[src/hw/rtl/ari_pkg.sv]
// Shared constants, state types and control structs for the adjusted Rand index block.
package ari_pkg;

  localparam int unsigned MAX_CLUSTERS_DEF = 16;
  localparam int unsigned MAX_POINTS_DEF   = 65536;

  localparam int LABEL_W  = 8;
  localparam int CFG_K_W  = 5;
  localparam int VALUE_W  = 32;
  localparam int NOUT_W   = 17;
  localparam int APB_A_W  = 3;
  localparam int APB_D_W  = 32;
  localparam int NUM_SHIFT = 31;

  localparam logic [CFG_K_W-1:0] K_RESET = 5'd16;

  // register index, taken from paddr[2]
  localparam logic REG_NUM_CLUSTERS = 1'b0;

  typedef enum logic [2:0] {
    ST_INIT,
    ST_RUN,
    ST_FLUSH,
    ST_WALK_ROW,
    ST_WALK_COL,
    ST_DRAIN,
    ST_CLEAR,
    ST_CALC
  } ari_state_t;

  typedef enum logic [2:0] {
    CS_IDLE,
    CS_MUL,
    CS_PREP,
    CS_DIV,
    CS_FIN,
    CS_DONE
  } calc_state_t;

  typedef enum logic [1:0] {
    MUL_XM,
    MUL_YZ,
    MUL_MSUM
  } mul_step_t;

  typedef struct packed {
    logic start;
    logic ack;
  } calc_ctl_t;

  typedef struct packed {
    logic               done;
    logic               undef;
    logic [VALUE_W-1:0] value;
  } calc_res_t;

endpackage

[src/hw/rtl/ari_calc.sv]
// Final ARI arithmetic: serial shift-add products and a restoring bit-serial divider.
module ari_calc import ari_pkg::*; #(
  parameter int SW = 34
) (
  input  logic          clk,
  input  logic          rst_n,
  input  calc_ctl_t     ctl,
  input  logic [SW-1:0] x_sum,
  input  logic [SW-1:0] y_sum,
  input  logic [SW-1:0] z_sum,
  input  logic [SW-1:0] m_pairs,
  output calc_res_t     res
);

  localparam int PW   = 2 * SW;
  localparam int NW   = PW + NUM_SHIFT;
  localparam int MC_W = $clog2(SW + 1);
  localparam int DC_W = $clog2(NW);

  calc_state_t cs_r, cs_nxt;
  mul_step_t   step_r;

  logic [PW-1:0]   a_sh_r;
  logic [SW:0]     b_r;
  logic [PW-1:0]   acc_r;
  logic [MC_W-1:0] mcnt_r;
  logic [PW-1:0]   xm_r, yz_r, myz_r;
  logic            neg_r;
  logic [NW-1:0]   num_r;
  logic [PW-1:0]   den_r;
  logic [PW-1:0]   rem_r;
  logic [32:0]     q_r;
  logic            ovf_r;
  logic [DC_W-1:0] dcnt_r;
  logic            undef_r;
  logic [VALUE_W-1:0] value_r;

  logic [PW-1:0] acc_sum;
  logic          mul_last;
  logic [PW-1:0] diff;
  logic          neg_c;
  logic [PW-1:0] den_c;
  logic [PW:0]   rem_sh;
  logic          ge;
  logic          div_last;
  logic [32:0]   q_sat;
  logic [SW:0]   yz_add;

  assign yz_add   = {1'b0, y_sum} + {1'b0, z_sum};
  assign acc_sum  = b_r[0] ? acc_r + a_sh_r : acc_r;
  assign mul_last = (mcnt_r == MC_W'(SW));
  assign neg_c    = (xm_r < yz_r);
  assign diff     = neg_c ? yz_r - xm_r : xm_r - yz_r;
  assign den_c    = myz_r - {yz_r[PW-2:0], 1'b0};
  assign rem_sh   = {rem_r, num_r[NW-1]};
  assign ge       = (rem_sh >= {1'b0, den_r});
  assign div_last = (dcnt_r == DC_W'(NW - 1));
  assign q_sat    = (ovf_r || (q_r > 33'h0_8000_0000)) ? 33'h0_8000_0000 : q_r;

  always_comb begin
    cs_nxt = cs_r;
    unique case (cs_r)
      CS_IDLE: if (ctl.start) cs_nxt = CS_MUL;
      CS_MUL:  if (mul_last && step_r == MUL_MSUM) cs_nxt = CS_PREP;
      CS_PREP: cs_nxt = (den_c == '0) ? CS_DONE : CS_DIV;
      CS_DIV:  if (div_last) cs_nxt = CS_FIN;
      CS_FIN:  cs_nxt = CS_DONE;
      CS_DONE: if (ctl.ack) cs_nxt = CS_IDLE;
      default: cs_nxt = CS_IDLE;
    endcase
  end

  always_ff @(posedge clk) begin
    if (!rst_n) begin
      cs_r <= CS_IDLE;
    end else begin
      cs_r <= cs_nxt;
      unique case (cs_r)
        CS_IDLE: begin
          step_r <= MUL_XM;
          a_sh_r <= PW'(x_sum);
          b_r    <= {1'b0, m_pairs};
          acc_r  <= '0;
          mcnt_r <= '0;
        end
        CS_MUL: begin
          if (mul_last) begin
            acc_r  <= '0;
            mcnt_r <= '0;
            unique case (step_r)
              MUL_XM: begin
                xm_r   <= acc_sum;
                step_r <= MUL_YZ;
                a_sh_r <= PW'(y_sum);
                b_r    <= {1'b0, z_sum};
              end
              MUL_YZ: begin
                yz_r   <= acc_sum;
                step_r <= MUL_MSUM;
                a_sh_r <= PW'(m_pairs);
                b_r    <= yz_add;
              end
              default: myz_r <= acc_sum;
            endcase
          end else begin
            acc_r  <= acc_sum;
            a_sh_r <= {a_sh_r[PW-2:0], 1'b0};
            b_r    <= {1'b0, b_r[SW:1]};
            mcnt_r <= mcnt_r + MC_W'(1);
          end
        end
        CS_PREP: begin
          neg_r   <= neg_c;
          num_r   <= NW'(diff) << NUM_SHIFT;
          den_r   <= den_c;
          rem_r   <= '0;
          q_r     <= '0;
          ovf_r   <= 1'b0;
          dcnt_r  <= '0;
          undef_r <= (den_c == '0);
          value_r <= '0;
        end
        CS_DIV: begin
          num_r  <= {num_r[NW-2:0], 1'b0};
          rem_r  <= PW'(ge ? rem_sh - {1'b0, den_r} : rem_sh);
          ovf_r  <= ovf_r | q_r[32];
          q_r    <= {q_r[31:0], ge};
          dcnt_r <= dcnt_r + DC_W'(1);
        end
        CS_FIN: begin
          if (neg_r) value_r <= VALUE_W'(33'd0 - q_sat);
          else if (q_sat > 33'h0_7FFF_FFFF) value_r <= 32'h7FFF_FFFF;
          else value_r <= q_sat[31:0];
        end
        default: ;
      endcase
    end
  end

  assign res.done  = (cs_r == CS_DONE);
  assign res.undef = undef_r;
  assign res.value = value_r;

endmodule

[config.mk]
export PLATFORM = sky130hd
export DESIGN_NAME = ari_calc
export DESIGN_NICKNAME = d
export VERILOG_FILES = /design/src/hw/rtl/ari_pkg.sv /design/src/hw/rtl/ari_calc.sv
export SDC_FILE = /design/constraint.sdc
export NUM_CORES = 2
export LEC_CHECK = 0
export BUFFER_PORTS_ARGS = -buffer_cell sky130_fd_sc_hd__buf_4
export CORE_MARGIN = 10
export CORE_UTILIZATION = 60
export DETAILED_ROUTE_END_ITERATION = 10
export PLACE_DENSITY_LB_ADDON = 0.08
export SETUP_SLACK_MARGIN = 0.3
export SLEW_MARGIN = 20
export SYNTH_ARGS = -nofsm -noshare
export SYNTH_HDL_FRONTEND = slang
export SYNTH_SLANG_ARGS = --single-unit
[constraint.sdc]
create_clock -name clk -period 23.9 [get_ports clk]
set_clock_uncertainty 0.15 [all_clocks]
set_input_delay 4.78 -clock clk [delete_from_list [all_inputs] [get_ports clk]]
set_output_delay 4.78 -clock clk [all_outputs]
set_load 0.02 [all_outputs]
### After elaboration in Yosys (flattened, before gate mapping)

Index checks and enable logic that the tools add are counted.

* logic and storage cells: 99
* flip-flop bits (word level): 696
* input port bits: 140

* mux-type cells: 31
* reduce and logical (&&, ||, !) cells: 19
* magnitude comparators: 4
* bitwise operators: 2
* equality and inequality tests: 16
* add/sub/neg operators: 9

Operator list (count)
* case mux 68 bit (2 select lines): 4
* 2-to-1 mux 68 bit: 5
* subtractor 68 bit: 4
* case mux 99 bit (2 select lines): 1
* case mux 35 bit (2 select lines): 2
* >= comparator 69 x 68 -> 1 bit: 1
* adder 68 bit: 1
* logical NOT 68 bit: 1
* < comparator 68 bit: 1
* case mux 33 bit (2 select lines): 1
* 2-to-1 mux 32 bit: 2
* case mux 32 bit (2 select lines): 1
* adder 34 x 34 -> 35 bit: 1
* 2-to-1 mux 35 bit: 1
* greater-than comparator 33 x 31 -> 1 bit, second input constant: 1
* greater-than comparator 33 x 32 -> 1 bit, second input constant: 1
* 2-to-1 mux 33 bit: 1
* subtractor 1 x 32 -> 32 bit, first input constant: 1
* AND reduction 4 bit: 5
* case mux 3 bit (6 select lines): 1
* 2-to-1 mux 3 bit: 5
* case mux 7 bit (2 select lines): 1
* case mux 6 bit (2 select lines): 1
* inequality test 2 bit, second input constant: 5
* 25 further kinds: 33

### Logic depth before layout (Yosys ltp)

* depth after elaboration: 7
* mapped depth: 18

### Least setup slack after synthesis

No wires, ideal clock.

* path kind: in2reg
* from: input rst_n
* to: register a_sh_r[0], enable pin
* library setup time: 0.722 ns
* data required time: 23.028 ns
* stages on the path: 3
* arrival time: 17.661 ns
* path buffers: 0
* slack: 5.367 ns
* cell sequence: inv_1 nor3_1 a21boi_0

* word-level cells in the longest chain between the ends: 1

Ends and longest elaborated chain
* start: declaration: line ari_calc.sv:6 `input logic rst_n,`
* AND reduction 3 bit (no line)
* end signal: assignment: line ari_calc.sv:81 `a_sh_r <= PW'(x_sum);`
* end signal: assignment: line ari_calc.sv:94 `a_sh_r <= PW'(y_sum);`
* end signal: assignment: line ari_calc.sv:100 `a_sh_r <= PW'(m_pairs);`
* end: declaration: line ari_calc.sv:23 `logic [PW-1:0] a_sh_r;`

Every way passes these cells.
A chain may end at the register's enable or synchronous reset.

### Worst setup path in the final report

* from: input y_sum[0]
* to: register b_r[32], data pin

* word-level cells in the longest chain between the ends: 4

Ends and longest elaborated chain
* start: declaration: line ari_calc.sv:9 `input logic [SW-1:0] y_sum,`
* adder 34 x 34 -> 35 bit: line ari_calc.sv:49 `assign yz_add = {1'b0, y_sum} + {1'b0, z_sum};`
* case mux 35 bit (2 select lines): line ari_calc.sv:90 `unique case (step_r)`
* 2-to-1 mux 35 bit: line ari_calc.sv:87 `if (mul_last) begin`
* case mux 35 bit (2 select lines): line ari_calc.sv:78 `unique case (cs_r)`
* end signal: assignment: line ari_calc.sv:82 `b_r <= {1'b0, m_pairs};`
* end signal: assignment: line ari_calc.sv:95 `b_r <= {1'b0, z_sum};`
* end signal: assignment: line ari_calc.sv:101 `b_r <= yz_add;`
* end: declaration: line ari_calc.sv:24 `logic [SW:0] b_r;`

Every way passes these cells.

==> summary.md <==
The total overflow left after global routing is 0. The critical path in this run is classified as in2reg. The initial antenna violation count was 9. Buffers placed on the I/O ports in this run total 173. The tools report the row count as 105. After detailed routing, the average wire length per cell comes to 23.9 um. In this run the vertical extent of the chip is 309 um.

For the maximum achievable frequency, the log shows 124 MHz. The total wire length after detailed routing was 160000 um. The tools report the area taken by flip-flops and latches as 0.0199 sq mm.

The number of detailed-route iterations in the first pass was 7. The dominant combinational cell family by area after synthesis is compound AO/OA/AOI/OAI gates. After floorplanning, the core was sized to cover 0.0824 sq mm.

Synthesized netlist net count: 6037. The clock-pin slew on the worst setup and hold paths was 60 ps. After detailed routing, the number of remaining DRC violations is 0. For the final routed database, the setup TNS stands at 0 ps. Sequential elements use 39.8% of the synthesized area. The biggest cell delay along the critical path works out to 430 ps. The run gives 1.01 as the final weighted congestion of routability-driven global placement.

The power density over cell area is 59.7 mW/mm^2, and the latest clock arrival within the worst-skew pair is 630 ps. A synthesized cell averages 9.08 sq um. The fraction of the mapped netlist area in compound gates is 22.4%, and the final clock period utilization by the worst path is 33.8%. The synthesized netlist occupies a cell area of 0.0500 sq mm. After clock tree synthesis, the setup repair step added 0 buffers. The run gives 60.8% as the initial standard-cell utilization of the core. The max-slew violation count came out at 0. The vias per cell was 6.54.

Data on the critical path arrives at its endpoint at 8300 ps. Entering global routing, the biggest net connects 125 pins. TritonCTS built the clock tree.

The TritonCTS sink count came out at 665. The die is 309 um wide. The via count of the first global-routing pass is 41300. STA classifies the critical path startpoint as a primary input. The run gives 242000 um as the global-route wire length before repair. 174 I/O pins were placed. The synthesized netlist contains 94 unique library cells.

Across the run, the number of max-cap violations was 0. The number of gates resized after CTS was 0. The run gives 24130 ps as the required arrival time at the worst endpoint. CTS built an H-tree with a depth of 3. The cell leakage power was 22.1 nW. The root buffer cell chosen for the clock tree is sky130_fd_sc_hd__clkbuf_16. The run finished with clean final reports.

The aggregate global-route resource usage was 32.6%; the count of flip-flops with a built-in enable after synthesis was 662. The clock passes through at most 3 buffers. In this run the worst hold path is classified as reg2reg.

The multi-input combinational cell area is 0.0280 sq mm, and the xor-xnor portion of the synthesized cell area is 4.83%. The number of fill cells was 6733. Cell count after placement: 6540. In this run the tightest slew margin relative to its limit is 18.4%.

The final cell count without fillers is 6678, and the share of cell area taken by muxes after synthesis is 3.34%. The count of nets left with antenna violations after detail routing is 0. Share of layout cells above drive strength 1: 8.19%. Most common flop cell mapped by yosys: sky130_fd_sc_hd__edfxtp_1.

The proportion of register bits with asynchronous set or reset after synthesis came out at 0%. The synthesized netlist devotes 15.4% of its cell area to simple gates. Total die area: 0.0954 sq mm.

Adder and majority cell fraction of the synthesized area: 9.64%. In the final design database the tool counted 6069 nets. TritonCTS created 75 clock buffers.

For the pin with the worst max-slew slack, the measured transition is 1190 ps. The critical path's slowest cell is sky130_fd_sc_hd__a2111o_1. The worst setup path is captured at a flip-flop. Setup repair after global routing left no endpoint under its margin. After layout, the minimum clock period comes to 8070 ps. The count of endpoints failing hold in the final timing report is 0. Of all nets on the critical path, the largest fanout is 4. Relative to the synthesized area, the layout overhead comes to 9.10%. Total of warnings raised by yosys: 0. The first routing iteration left 4776 violations. After legalization and detailed placement, the total HPWL measured 125000 um.

Summing over every cut layer, the via total after detailed routing is 43600. In the synthesized netlist, the number of instances is 5515. Counting flops and latches in the post-synthesis netlist gives 665. Walking the worst path, the cells encountered are buf_4 > ha_1 > inv_1 > fa_1 > nor2b_1 > o21ai_0 > a21boi_0 > o21a_1 > a2111o_1 > a31oi_1 > o211ai_1 > a221oi_1 > o21ai_0 > o211a_1 > a221oi_1 > a21oi_1. Setup violations remaining at the end of the flow were counted as 0.

The tools report the number of buffers added to fix hold violations after cts as 0. The highest ir drop seen on vdd came out at 81.6 uV.
-- cell usage after synthesis (15+ instances only) --
master / count / area (sq um)
sky130_fd_sc_hd__or4_1: 16 / 120
sky130_fd_sc_hd__nor2b_1: 37 / 231
sky130_fd_sc_hd__nor3_1: 70 / 350
sky130_fd_sc_hd__nand2_1: 550 / 2060
sky130_fd_sc_hd__o21bai_1: 101 / 758
sky130_fd_sc_hd__mux2i_1: 93 / 931
sky130_fd_sc_hd__clkbuf_1: 219 / 822
sky130_fd_sc_hd__a211oi_1: 55 / 413
sky130_fd_sc_hd__o31ai_1: 28 / 210
sky130_fd_sc_hd__nand4_1: 95 / 594
sky130_fd_sc_hd__o21ai_0: 432 / 2160
sky130_fd_sc_hd__ha_1: 376 / 4700
sky130_fd_sc_hd__xor2_1: 89 / 780
sky130_fd_sc_hd__mux2_2: 66 / 743
sky130_fd_sc_hd__a21o_1: 188 / 1410
sky130_fd_sc_hd__o21a_1: 52 / 390
sky130_fd_sc_hd__and3_1: 98 / 613
sky130_fd_sc_hd__xnor2_1: 187 / 1640
sky130_fd_sc_hd__nor2_1: 401 / 1510
sky130_fd_sc_hd__and2_1: 84 / 526
sky130_fd_sc_hd__a311oi_1: 18 / 158
sky130_fd_sc_hd__o211ai_1: 43 / 323
sky130_fd_sc_hd__a21oi_1: 651 / 3260
sky130_fd_sc_hd__a21boi_0: 34 / 255
sky130_fd_sc_hd__nand2b_1: 43 / 269
sky130_fd_sc_hd__nor4_1: 38 / 238
sky130_fd_sc_hd__inv_1: 335 / 1260
sky130_fd_sc_hd__or3_1: 30 / 188
sky130_fd_sc_hd__a31oi_1: 41 / 257
sky130_fd_sc_hd__edfxtp_1: 662 / 19900
sky130_fd_sc_hd__or2_2: 19 / 119
sky130_fd_sc_hd__nand3_1: 76 / 380
sky130_fd_sc_hd__a221oi_1: 15 / 131
sky130_fd_sc_hd__buf_2: 28 / 140
-- logic make-up after synthesis --
family                   after synthesis
multiplexers                         159
AND/OR/NAND/NOR                     1616
buffers and inverters                592
adder cells (fa/ha/maj)              382
XOR/XNOR                             276
flip-flops                           665
AO/OA/AOI/OAI                       1825
-- stage by stage --
step	instance area (sq um)	utilization [%]	setup slack [ps]	power [mW]	hold slack, ps
final	54600	66.3	15830	3.26	319
after global routing	54600	66.3	15480	3.38	333
after CTS	54600	66.3	15910	3.26	314
after detailed placement	52100	63.2	15260	2.08	318
after global placement	52100	63.2	15280	2.06	321
after floorplan	50000	-	5370	1.90	277
-- cell usage in the layout (no fill, tap or decap), drive strengths merged, types with 66 or more instances in the layout --
| cell type | Yosys | routed |
|---|---|---|
| a21oi | 651 | 651 |
| nand4 | 95 | 95 |
| buf | 37 | 211 |
| nand3 | 76 | 76 |
| clkbuf | 219 | 92 |
| mux2 | 66 | 66 |
| edfxtp | 662 | 662 |
| xnor2 | 187 | 187 |
| and2 | 85 | 85 |
| o21bai | 101 | 101 |
| and3 | 98 | 98 |
| mux2i | 93 | 93 |
| ha | 376 | 376 |
| nor3 | 70 | 70 |
| o21ai | 443 | 443 |
| nand2 | 551 | 551 |
| xor2 | 89 | 89 |
| a21o | 188 | 188 |
| nor2 | 401 | 401 |
| inv | 335 | 339 |
-- metal layers --
metal  vias to the layer above  wire, um  global-route usage (%)
met5                         -        72                       0
met4                        10      5920                    12.0
met3                       328     13700                    4.52
met2                      2020     71800                    51.3
met1                     20900     68100                    45.4
li1                      20400         -                       -
-- path summary, 6_finish.rpt --
kind / startpoint / endpoint / slack (ps) / depth (start not counted)
max: y_sum[0] / b_r[32]$_DFFE_PP_ / 15830 / 16
min: myz_r[0]$_DFFE_PP_ / den_r[0]$_DFFE_PP_ / 320 / 0
max reg2reg: yz_r[0]$_DFFE_PP_ / num_r[83]$_DFFE_PP_ / 17120 / 17
min reg2reg: myz_r[0]$_DFFE_PP_ / den_r[0]$_DFFE_PP_ / 320 / 0
-- cell type report --
class	count	area share (%)
flip-flops and latches	665	36.5
clock inverters	42	0.949
diodes	4	0.0183
repair buffers	211	2.90
clock buffers	92	3.65
multi-input cells	4258	51.2
inverters	336	2.31
well taps	1070	2.45
-- worst max-delay path: cells and delay by family --
family                     cells  cell delay (ps)
and+or+nand+nor                1               60
buffers and inverters          2              200
adders and majority gates      2              390
AOI/OAI and AO/OA             11             2870
-- power breakdown --
| group | switching [mW] | internal (mW) |
|---|---|---|
| logic | 0.395 | 0.246 |
| clock network | 0.481 | 0.704 |
| registers | 0.0375 | 1.40 |
-- sequential cells by signal, indices dropped and copies added (netlist names) --
signal   count
a_sh_r      68
acc_r       68
den_r       68
myz_r       68
num_r       68
rem_r       68
xm_r        68
yz_r        68
b_r         35
q_r         33
value_r     32
dcnt_r       7
mcnt_r       6
cs_r         3
step_r       2
neg_r        1
ovf_r        1
undef_r      1
Power figures use the tool's default switching activity.
